$ cat src/sv/bmap_pkg.sv
// Shared types and constants for the bank mapper with audio registers and line IRQ.
// Used by bmap_ctrl, bmap_dp and the top level; depends on nothing.
package bmap_pkg;

    localparam int NUM_CHANNELS_DEF = 6;

    localparam int IN_DATA_W  = 24;
    localparam int OUT_DATA_W = 32;
    localparam int APB_ADDR_W = 3;
    localparam int APB_DATA_W = 32;

    localparam int DIV_STEPS = 8;
    localparam int STEP_W    = 3;

    // configuration register indexes (paddr[2])
    localparam logic REG_PRG_BANK_COUNT = 1'b0;
    localparam logic REG_CHR_BANK_MASK  = 1'b1;

    localparam logic [8:0] PRG_BANK_COUNT_RST = 9'd64;
    localparam logic [7:0] CHR_BANK_MASK_RST  = 8'hff;

    // write decode groups
    localparam logic [3:0] GRP_PRG0      = 4'd0;
    localparam logic [3:0] GRP_PRG2      = 4'd2;
    localparam logic [3:0] GRP_AUDIO     = 4'd3;
    localparam logic [3:0] GRP_CHR0      = 4'd4;
    localparam logic [3:0] GRP_CHR7      = 4'd11;
    localparam logic [3:0] GRP_MIRROR    = 4'd12;
    localparam logic [3:0] GRP_IRQ_LATCH = 4'd13;
    localparam logic [3:0] GRP_IRQ_CTRL  = 4'd14;
    localparam logic [3:0] GRP_IRQ_ACK   = 4'd15;

    // audio select groups (upper nibble)
    localparam logic [3:0] AUD_GRP_KEY = 4'h2;
    localparam logic [7:0] AUD_PATCH_END = 8'h08;

    localparam logic MODE_WRITE = 1'b0;
    localparam logic MODE_TICK  = 1'b1;

    localparam logic [7:0] IRQ_COUNT_MAX = 8'hff;

    typedef enum logic [1:0] {
        ST_IDLE,
        ST_DIVIDE,
        ST_ISSUE
    } bmap_state_t;

    typedef struct packed {
        logic accept;
        logic div_step;
        logic issue;
    } bmap_cmd_t;

    typedef struct packed {
        logic need_div;
        logic out_free;
    } bmap_status_t;

endpackage

$ cat src/sv/bank_mapper_audio_regs_line_irq.sv
// Top level of the cartridge bank mapper with audio key registers and line IRQ.
// Instantiates bmap_ctrl and bmap_dp; depends on bmap_pkg.
//
// Each input word is a CPU bus write (tuser 0) or a scanline tick (tuser 1) and yields
// exactly one result word. Ticks and most writes pass from acceptance to the ISSUE state,
// which loads the result register once it is free; the block then goes idle for the next word.
// A program bank write passes through the DIVIDE state first, since its bank number is
// reduced modulo the bank count by a bit-serial remainder unit, one dividend bit a cycle.
// One word is in work at a time. A new word is taken while a finished result still waits
// in the output register, but its own result is held back until that register is free.
// Bank count and character mask are written over the APB port at byte addresses 0 and 4;
// the user must write them only while the block is idle, as the block does not enforce it.
module bank_mapper_audio_regs_line_irq
#(
    parameter int NUM_CHANNELS = bmap_pkg::NUM_CHANNELS_DEF
)
(
    input  logic                                clk,
    input  logic                                rst_n,
    input  logic                                s_tvalid,
    output logic                                s_tready,
    input  logic [bmap_pkg::IN_DATA_W-1:0]      s_tdata,  // address[15:0], value[23:16]
    input  logic                                s_tuser,  // mode
    output logic                                m_tvalid,
    input  logic                                m_tready,
    // irq_line[0], mirroring[2:1], sound_enabled[3], prg_update[4], prg_slot[6:5],
    // prg_bank[14:7], chr_update[15], chr_slot[18:16], chr_bank[26:19],
    // key_changed[27], key_channel[30:28]
    output logic [bmap_pkg::OUT_DATA_W-1:0]     m_tdata,
    input  logic                                psel,
    input  logic                                penable,
    input  logic                                pwrite,
    input  logic [bmap_pkg::APB_ADDR_W-1:0]     paddr,
    input  logic [bmap_pkg::APB_DATA_W-1:0]     pwdata,
    output logic [bmap_pkg::APB_DATA_W-1:0]     prdata,
    output logic                                pready
);

    bmap_pkg::bmap_cmd_t    cmd;
    bmap_pkg::bmap_status_t status;
    logic                   cfg_write;

    assign pready    = 1'b1;
    assign cfg_write = psel && penable && pwrite && pready;

    bmap_ctrl u_ctrl
    (
        .clk      (clk),
        .rst_n    (rst_n),
        .s_tvalid (s_tvalid),
        .s_tready (s_tready),
        .status   (status),
        .cmd      (cmd)
    );

    bmap_dp
    #(
        .NUM_CHANNELS (NUM_CHANNELS)
    )
    u_dp
    (
        .clk       (clk),
        .rst_n     (rst_n),
        .s_tdata   (s_tdata),
        .s_tuser   (s_tuser),
        .m_tvalid  (m_tvalid),
        .m_tready  (m_tready),
        .m_tdata   (m_tdata),
        .cfg_write (cfg_write),
        .cfg_index (paddr[2]),
        .cfg_wdata (pwdata),
        .cfg_rdata (prdata),
        .cmd       (cmd),
        .status    (status)
    );

endmodule

$ cat src/sv/bmap_ctrl.sv
// Sequencer for the bank mapper: input handshake, remainder step count, result issue.
// Depends on bmap_pkg.
module bmap_ctrl
(
    input  logic                   clk,
    input  logic                   rst_n,
    input  logic                   s_tvalid,
    output logic                   s_tready,
    input  bmap_pkg::bmap_status_t status,
    output bmap_pkg::bmap_cmd_t    cmd
);

    bmap_pkg::bmap_state_t state_reg;
    bmap_pkg::bmap_state_t state_next;
    logic [bmap_pkg::STEP_W-1:0] step_reg;
    logic [bmap_pkg::STEP_W-1:0] step_next;
    logic                        last_step;

    assign last_step = (step_reg == bmap_pkg::STEP_W'(bmap_pkg::DIV_STEPS - 1));

    always_comb
    begin
        state_next = state_reg;
        step_next  = step_reg;
        unique case (state_reg)
            bmap_pkg::ST_IDLE:
            begin
                step_next = '0;
                if (s_tvalid)
                begin
                    state_next = status.need_div ? bmap_pkg::ST_DIVIDE : bmap_pkg::ST_ISSUE;
                end
            end
            bmap_pkg::ST_DIVIDE:
            begin
                step_next = step_reg + 1'b1;
                if (last_step)
                begin
                    state_next = bmap_pkg::ST_ISSUE;
                end
            end
            bmap_pkg::ST_ISSUE:
            begin
                if (status.out_free)
                begin
                    state_next = bmap_pkg::ST_IDLE;
                end
            end
            default:
            begin
                state_next = bmap_pkg::ST_IDLE;
            end
        endcase
    end

    always_comb
    begin
        s_tready     = 1'b0;
        cmd.accept   = 1'b0;
        cmd.div_step = 1'b0;
        cmd.issue    = 1'b0;
        unique case (state_reg)
            bmap_pkg::ST_IDLE:
            begin
                s_tready   = 1'b1;
                cmd.accept = s_tvalid;
            end
            bmap_pkg::ST_DIVIDE:
            begin
                cmd.div_step = 1'b1;
            end
            bmap_pkg::ST_ISSUE:
            begin
                cmd.issue = status.out_free;
            end
            default:
            begin
                s_tready = 1'b0;
            end
        endcase
    end

    always_ff @(posedge clk or negedge rst_n)
    begin
        if (!rst_n)
        begin
            state_reg <= bmap_pkg::ST_IDLE;
            step_reg  <= '0;
        end
        else
        begin
            state_reg <= state_next;
            step_reg  <= step_next;
        end
    end

endmodule

$ cat src/sv/bmap_dp.sv
// Datapath of the bank mapper: configuration registers, write decode, IRQ counter,
// key bits, bit-serial remainder unit and output register. Depends on bmap_pkg.
module bmap_dp
#(
    parameter int NUM_CHANNELS = bmap_pkg::NUM_CHANNELS_DEF
)
(
    input  logic                                clk,
    input  logic                                rst_n,
    input  logic [bmap_pkg::IN_DATA_W-1:0]      s_tdata,
    input  logic                                s_tuser,
    output logic                                m_tvalid,
    input  logic                                m_tready,
    output logic [bmap_pkg::OUT_DATA_W-1:0]     m_tdata,
    input  logic                                cfg_write,
    input  logic                                cfg_index,
    input  logic [bmap_pkg::APB_DATA_W-1:0]     cfg_wdata,
    output logic [bmap_pkg::APB_DATA_W-1:0]     cfg_rdata,
    input  bmap_pkg::bmap_cmd_t                 cmd,
    output bmap_pkg::bmap_status_t              status
);

    logic [8:0] prg_bank_count_reg;
    logic [7:0] chr_bank_mask_reg;

    logic [1:0]              mirror_reg,      mirror_next;
    logic                    sound_reg,       sound_next;
    logic [7:0]              audio_sel_reg,   audio_sel_next;
    logic [NUM_CHANNELS-1:0] chan_key_reg,    chan_key_next;
    logic [7:0]              irq_latch_reg,   irq_latch_next;
    logic                    irq_ctrl_arm_reg, irq_ctrl_arm_next;
    logic [7:0]              irq_count_reg,   irq_count_next;
    logic                    irq_armed_reg,   irq_armed_next;
    logic                    irq_pending_reg, irq_pending_next;

    // result of the item in flight
    logic       res_prg_upd_reg,  res_prg_upd_next;
    logic [1:0] res_prg_slot_reg, res_prg_slot_next;
    logic       res_chr_upd_reg,  res_chr_upd_next;
    logic [2:0] res_chr_slot_reg, res_chr_slot_next;
    logic [7:0] res_chr_bank_reg, res_chr_bank_next;
    logic       res_key_reg,      res_key_next;
    logic [2:0] res_key_chan_reg, res_key_chan_next;

    // remainder unit
    logic [8:0] rem_reg;
    logic [8:0] rem_next;
    logic [7:0] quo_reg;
    logic [7:0] quo_next;
    logic [9:0] rem_shift;

    logic                                m_tvalid_reg;
    logic [bmap_pkg::OUT_DATA_W-1:0]     m_tdata_reg;
    logic [bmap_pkg::OUT_DATA_W-1:0]     m_tdata_next;

    logic [15:0] in_addr;
    logic [7:0]  in_value;
    logic [3:0]  grp;
    logic [3:0]  chr_idx;
    logic [3:0]  aud_chan;
    logic [3:0]  aud_grp;
    logic [7:0]  prg_bank_out;

    assign in_addr  = s_tdata[15:0];
    assign in_value = s_tdata[23:16];
    assign grp      = {in_addr[14:12], in_addr[4] | in_addr[3]};
    assign chr_idx  = grp - bmap_pkg::GRP_CHR0;
    assign aud_chan = audio_sel_reg[3:0];
    assign aud_grp  = audio_sel_reg[7:4];

    assign status.need_div = (s_tuser == bmap_pkg::MODE_WRITE) && (grp <= bmap_pkg::GRP_PRG2);
    assign status.out_free = !m_tvalid_reg || m_tready;

    // configuration port
    always_ff @(posedge clk or negedge rst_n)
    begin
        if (!rst_n)
        begin
            prg_bank_count_reg <= bmap_pkg::PRG_BANK_COUNT_RST;
            chr_bank_mask_reg  <= bmap_pkg::CHR_BANK_MASK_RST;
        end
        else if (cfg_write)
        begin
            if (cfg_index == bmap_pkg::REG_PRG_BANK_COUNT)
            begin
                prg_bank_count_reg <= cfg_wdata[8:0];
            end
            else
            begin
                chr_bank_mask_reg <= cfg_wdata[7:0];
            end
        end
    end

    always_comb
    begin
        if (cfg_index == bmap_pkg::REG_PRG_BANK_COUNT)
        begin
            cfg_rdata = bmap_pkg::APB_DATA_W'(prg_bank_count_reg);
        end
        else
        begin
            cfg_rdata = bmap_pkg::APB_DATA_W'(chr_bank_mask_reg);
        end
    end

    // decode of one accepted word
    always_comb
    begin
        mirror_next       = mirror_reg;
        sound_next        = sound_reg;
        audio_sel_next    = audio_sel_reg;
        chan_key_next     = chan_key_reg;
        irq_latch_next    = irq_latch_reg;
        irq_ctrl_arm_next = irq_ctrl_arm_reg;
        irq_count_next    = irq_count_reg;
        irq_armed_next    = irq_armed_reg;
        irq_pending_next  = irq_pending_reg;
        res_prg_upd_next  = res_prg_upd_reg;
        res_prg_slot_next = res_prg_slot_reg;
        res_chr_upd_next  = res_chr_upd_reg;
        res_chr_slot_next = res_chr_slot_reg;
        res_chr_bank_next = res_chr_bank_reg;
        res_key_next      = res_key_reg;
        res_key_chan_next = res_key_chan_reg;

        if (cmd.accept)
        begin
            res_prg_upd_next  = 1'b0;
            res_prg_slot_next = '0;
            res_chr_upd_next  = 1'b0;
            res_chr_slot_next = '0;
            res_chr_bank_next = '0;
            res_key_next      = 1'b0;
            res_key_chan_next = '0;

            if (s_tuser == bmap_pkg::MODE_TICK)
            begin
                if (irq_armed_reg)
                begin
                    if (irq_count_reg == bmap_pkg::IRQ_COUNT_MAX)
                    begin
                        irq_count_next   = irq_latch_reg;
                        irq_pending_next = 1'b1;
                    end
                    else
                    begin
                        irq_count_next = irq_count_reg + 8'd1;
                    end
                end
            end
            else
            begin
                unique case (grp) inside
                    [bmap_pkg::GRP_PRG0:bmap_pkg::GRP_PRG2]:
                    begin
                        res_prg_upd_next  = 1'b1;
                        res_prg_slot_next = grp[1:0];
                    end
                    bmap_pkg::GRP_AUDIO:
                    begin
                        if (!in_addr[5])
                        begin
                            audio_sel_next = in_value;
                        end
                        else if (audio_sel_reg >= bmap_pkg::AUD_PATCH_END
                                 && aud_grp == bmap_pkg::AUD_GRP_KEY)
                        begin
                            // only the key bits are visible; other audio state is not kept
                            for (int i = 0; i < NUM_CHANNELS; i++)
                            begin
                                if (aud_chan == 4'(i))
                                begin
                                    if (in_value[4] != chan_key_reg[i])
                                    begin
                                        res_key_next      = 1'b1;
                                        res_key_chan_next = aud_chan[2:0];
                                    end
                                    chan_key_next[i] = in_value[4];
                                end
                            end
                        end
                    end
                    [bmap_pkg::GRP_CHR0:bmap_pkg::GRP_CHR7]:
                    begin
                        res_chr_upd_next  = 1'b1;
                        res_chr_slot_next = chr_idx[2:0];
                        res_chr_bank_next = in_value & chr_bank_mask_reg;
                    end
                    bmap_pkg::GRP_MIRROR:
                    begin
                        mirror_next = in_value[1:0];
                        sound_next  = !in_value[6];
                    end
                    bmap_pkg::GRP_IRQ_LATCH:
                    begin
                        irq_latch_next = in_value;
                    end
                    bmap_pkg::GRP_IRQ_CTRL:
                    begin
                        irq_ctrl_arm_next = in_value[0];
                        irq_armed_next    = in_value[1];
                        if (in_value[1])
                        begin
                            irq_count_next = irq_latch_reg;
                        end
                        irq_pending_next = 1'b0;
                    end
                    default:
                    begin
                        // acknowledge
                        irq_armed_next   = irq_ctrl_arm_reg;
                        irq_pending_next = 1'b0;
                    end
                endcase
            end
        end
    end

    // restoring remainder, one dividend bit a step; a zero or oversize count leaves the value
    assign rem_shift = {rem_reg, quo_reg[7]};

    always_comb
    begin
        rem_next = rem_reg;
        quo_next = quo_reg;
        if (cmd.accept)
        begin
            rem_next = '0;
            quo_next = in_value;
        end
        else if (cmd.div_step)
        begin
            quo_next = {quo_reg[6:0], 1'b0};
            if (rem_shift >= {1'b0, prg_bank_count_reg})
            begin
                rem_next = 9'(rem_shift - {1'b0, prg_bank_count_reg});
            end
            else
            begin
                rem_next = rem_shift[8:0];
            end
        end
    end

    assign prg_bank_out = res_prg_upd_reg ? rem_reg[7:0] : 8'd0;

    always_comb
    begin
        m_tdata_next        = '0;
        m_tdata_next[0]     = irq_pending_reg;
        m_tdata_next[2:1]   = mirror_reg;
        m_tdata_next[3]     = sound_reg;
        m_tdata_next[4]     = res_prg_upd_reg;
        m_tdata_next[6:5]   = res_prg_slot_reg;
        m_tdata_next[14:7]  = prg_bank_out;
        m_tdata_next[15]    = res_chr_upd_reg;
        m_tdata_next[18:16] = res_chr_slot_reg;
        m_tdata_next[26:19] = res_chr_bank_reg;
        m_tdata_next[27]    = res_key_reg;
        m_tdata_next[30:28] = res_key_chan_reg;
    end

    always_ff @(posedge clk or negedge rst_n)
    begin
        if (!rst_n)
        begin
            mirror_reg       <= '0;
            sound_reg        <= 1'b1;
            audio_sel_reg    <= '0;
            chan_key_reg     <= '0;
            irq_latch_reg    <= '0;
            irq_ctrl_arm_reg <= 1'b0;
            irq_count_reg    <= '0;
            irq_armed_reg    <= 1'b0;
            irq_pending_reg  <= 1'b0;
            m_tvalid_reg     <= 1'b0;
        end
        else
        begin
            mirror_reg       <= mirror_next;
            sound_reg        <= sound_next;
            audio_sel_reg    <= audio_sel_next;
            chan_key_reg     <= chan_key_next;
            irq_latch_reg    <= irq_latch_next;
            irq_ctrl_arm_reg <= irq_ctrl_arm_next;
            irq_count_reg    <= irq_count_next;
            irq_armed_reg    <= irq_armed_next;
            irq_pending_reg  <= irq_pending_next;
            if (cmd.issue)
            begin
                m_tvalid_reg <= 1'b1;
            end
            else if (m_tready)
            begin
                m_tvalid_reg <= 1'b0;
            end
        end
    end

    always_ff @(posedge clk)
    begin
        res_prg_upd_reg  <= res_prg_upd_next;
        res_prg_slot_reg <= res_prg_slot_next;
        res_chr_upd_reg  <= res_chr_upd_next;
        res_chr_slot_reg <= res_chr_slot_next;
        res_chr_bank_reg <= res_chr_bank_next;
        res_key_reg      <= res_key_next;
        res_key_chan_reg <= res_key_chan_next;
        rem_reg          <= rem_next;
        quo_reg          <= quo_next;
        if (cmd.issue)
        begin
            m_tdata_reg <= m_tdata_next;
        end
    end

    assign m_tvalid = m_tvalid_reg;
    assign m_tdata  = m_tdata_reg;

endmodule

$ cat config.mk
export PLATFORM = sky130hd
export DESIGN_NAME = bank_mapper_audio_regs_line_irq
export DESIGN_NICKNAME = d
export VERILOG_FILES = /design/src/sv/bmap_pkg.sv /design/src/sv/bank_mapper_audio_regs_line_irq.sv /design/src/sv/bmap_ctrl.sv /design/src/sv/bmap_dp.sv
export SDC_FILE = /design/constraint.sdc
export NUM_CORES = 1
export LEC_CHECK = 0
export BUFFER_PORTS_ARGS = -buffer_cell sky130_fd_sc_hd__buf_2
export CAP_MARGIN = 25
export CORE_MARGIN = 2
export CORE_UTILIZATION = 29
export CTS_BUF_LIST = sky130_fd_sc_hd__clkbuf_8
export DETAILED_ROUTE_END_ITERATION = 7
export GPL_TIMING_DRIVEN = 0
export HOLD_SLACK_MARGIN = 0.08
export PLACE_DENSITY = 0.57
export REMOVE_ABC_BUFFERS = 1
export SLEW_MARGIN = 10
export SYNTH_ARGS = -nofsm -noshare
export SYNTH_HDL_FRONTEND = slang
export SYNTH_SLANG_ARGS = --single-unit
export TNS_END_PERCENT = 100
$ cat constraint.sdc
create_clock -name clk -period 4 [get_ports clk]
set_clock_uncertainty 0.2 [all_clocks]
set_input_delay 0.2 -clock clk [delete_from_list [all_inputs] [get_ports clk]]
set_output_delay 0.2 -clock clk [all_outputs]
set_load 0.01 [all_outputs]
==> reports/qor.yml <==
finish:
  most-common-layout-cells: "buf_2 (72), nand2_1 (64), edfxtp_1 (58)"
  syn_to_final_growth_pct: 20.8
  final_common_cell: "buf_2"
  layout-drive-gt1-share_pct: 27.7
  utilization_pct: 35.6
  antenna_cells: 0
  largest_reg_flops: 31
  final_nets: 716
sta:
  rsz0062_at_grt: "no"
  fin_crit_sh_pct: 73.6
  drv_slew: 0
  setup_violations: 0
  fin_tns_setup_ps: 0
  min_period_ps: 2940
  hold_violations: 0
  slew_headroom_pct: 46.6
  max_slew.worst_pin.slew_ps: 800
  clock.fmax_ghz: 0.340
power:
  power_density_mw_per_mm2: 502
  irDropWorstVdd_mv: 0.210
  leakage_uw: 0.00323
placed_design:
  dpl.hpwl_um: 9660
  gp_congestion: 0.814
  portBuffers: 73
detailed_routing:
  wire_per_inst_um: 14.9
  drt-vias-per-instance: 4.60
  routed_wl_um: 13700
  drc: 0
  drt_pass1_iterations: 4
  vias: 4241
  postRouteAntennaNets: 0
  drtIter0Drc: 272
yosys:
  synth-seq-cells: 126
  ys_seq_area_share_pct: 55.2
  ys_warn_count: 0
  synth_area_per_cell_um2: 11.7
  syn_inst: 526
  yosys_most_used_dff: "edfxtp_1"
  synthArstFlopShare_pct: 46.8
  synth_enable_flop_cells: 58
  synthesis.area_mm2: 0.00618
  ys_types: 72
floorplan:
  ios: 134
  die_area_mm2: 0.0225
  rows: 53
  core_mm2: 0.0210
  initial_core_util_pct: 29.5
  fp.dieH_um: 150
  die_width_um: 150
critical_path:
  reg2reg_depth: 8
  worstPathRequired_ps: 4160
  worstSetupEndpointType: "flop"
  r2r-end: "u_dp.sound_reg"
  critPathLaunchType: "flop"
  criticalPathCategory: "reg -> reg"
  critical_path_peak_fanout: 16
  rr_startpoint: "u_ctrl.state_reg[1]"
  r2r_slack_ps: 1060
  worstPathArrival_ps: 3100
  cp-startpoint: "u_ctrl.state_reg[1]"
global_routing:
  grt_pass1_vias: 4019
  grt_pass1_wl_um: 21700
  antenna_found_initial: 0
  grt_util_all_layers_pct: 12.7
  grt_max_degree: 58
  gr-total-overflow: 0
job:
  max_cap_violations: 0
clocking:
  clock_sinks: 126
  htree_num_levels: 4
  cts_made_buffers: 17
  cts_buffer_depth: 2
  cts_resized: 0
  post-cts-setup-buffers: 0
  insertion_delay_ps: 430
  cts_tree: "done"
  cts_root_buf: "clkbuf_8"
  path_clk_slew_ps: 70
  ctsHoldBuffers: 30
min_path:
  hp-class: "in -> async"
run_status:
  outcome: "completed"
==> critical path: stages, from the launching register on <==
cell and delay (ps):
dfrtp_1 520, nor2_4 180, nand2_2 220, inv_1 600, and3_1 300, nand2_1 130
nand2_1 90, o21ai_0 70, dlygate4sd3_1 550
==> cell usage after synthesis, drive strengths merged, types with 5 or more instances <==
master | instances | share of area [%]
nor2 | 22 | 1.6
nor3 | 5 | 0.40
clkbuf | 10 | 0.61
o21ai | 22 | 1.8
and3 | 12 | 1.2
nor2b | 6 | 0.61
edfxtp | 58 | 28
nand2 | 66 | 4.2
and2 | 13 | 1.3
dfstp | 10 | 4.3
o211ai | 6 | 0.73
nand4 | 7 | 0.71
a21o | 6 | 0.79
dfxtp | 9 | 2.9
mux2 | 46 | 8.4
a21oi | 16 | 1.3
buf | 31 | 3.9
dfrtp | 49 | 20
inv | 22 | 1.3
a31oi | 6 | 0.85
nand2b | 6 | 0.73
nand3 | 15 | 1.2
xor2 | 6 | 0.85
ha | 15 | 3.0
==> where the power goes <==
part / total, uW / switching, uW / internal (uW) / leakage (uW)
Combinational: 885 / 513 / 372 / 0.00166
Clock: 1050 / 495 / 558 / 0.000204
Sequential: 1810 / 149 / 1660 / 0.00137
Total: 3750 / 1160 / 2590 / 0.00323
==> final cells by class <==
class,instances,area [um2]
fillers,2103,13500
flip-flops and latches,126,3410
multi-input cells,360,2500
repair buffers,106,751
well taps,275,344
clock buffers,18,248
clock inverters,14,128
inverters,22,82.6
==> per-layer routing <==
metal  vias to the layer above  wire (um)  track usage (%)  share of wire [%]
met5                         -          0                0                  0
met4                         0        182             4.25                1.3
met3                        15        569             3.32                4.1
met2                        93       6530             20.5                 48
met1                      2057       6460             16.5                 47
li1                       2076          -                -                  -
==> through the flow <==
stage	cell area, um2	instances	setup WS [ps]	power (uW)	hold slack [ps]
5_1_grt	7460	921	833	3970	135
3_5_place_dp	6790	859	1370	2700	-182
6_report	7460	921	1060	3750	120
4_1_cts	7460	921	1040	3790	106
2_1_floorplan	5990	508	1300	2350	-296
3_3_place_gp	6700	856	423	2650	202
==> how the worst max path moves through the flow <==
stage | endpoint | cells after the start
3_5_place_dp | u_dp.irq_latch_reg[3] | 6
6_report | u_dp.sound_reg | 8
2_1_floorplan | u_dp.m_tdata[0] | 2
4_1_cts | u_dp.sound_reg | 8
3_3_place_gp | u_dp.m_tdata[24] | 2
5_1_grt | u_dp.sound_reg | 7
==> kinds of logic after synthesis <==
kind of cell	synth area share (%)
simple gates	15.0
flops	55.2
compound gates	10.3
buf+inv	5.87
mux	9.03
fa+ha+maj	3.36
xor+xnor	1.13
other cells	0.122
No activity file was read; power rests on OpenSTA's default activity.
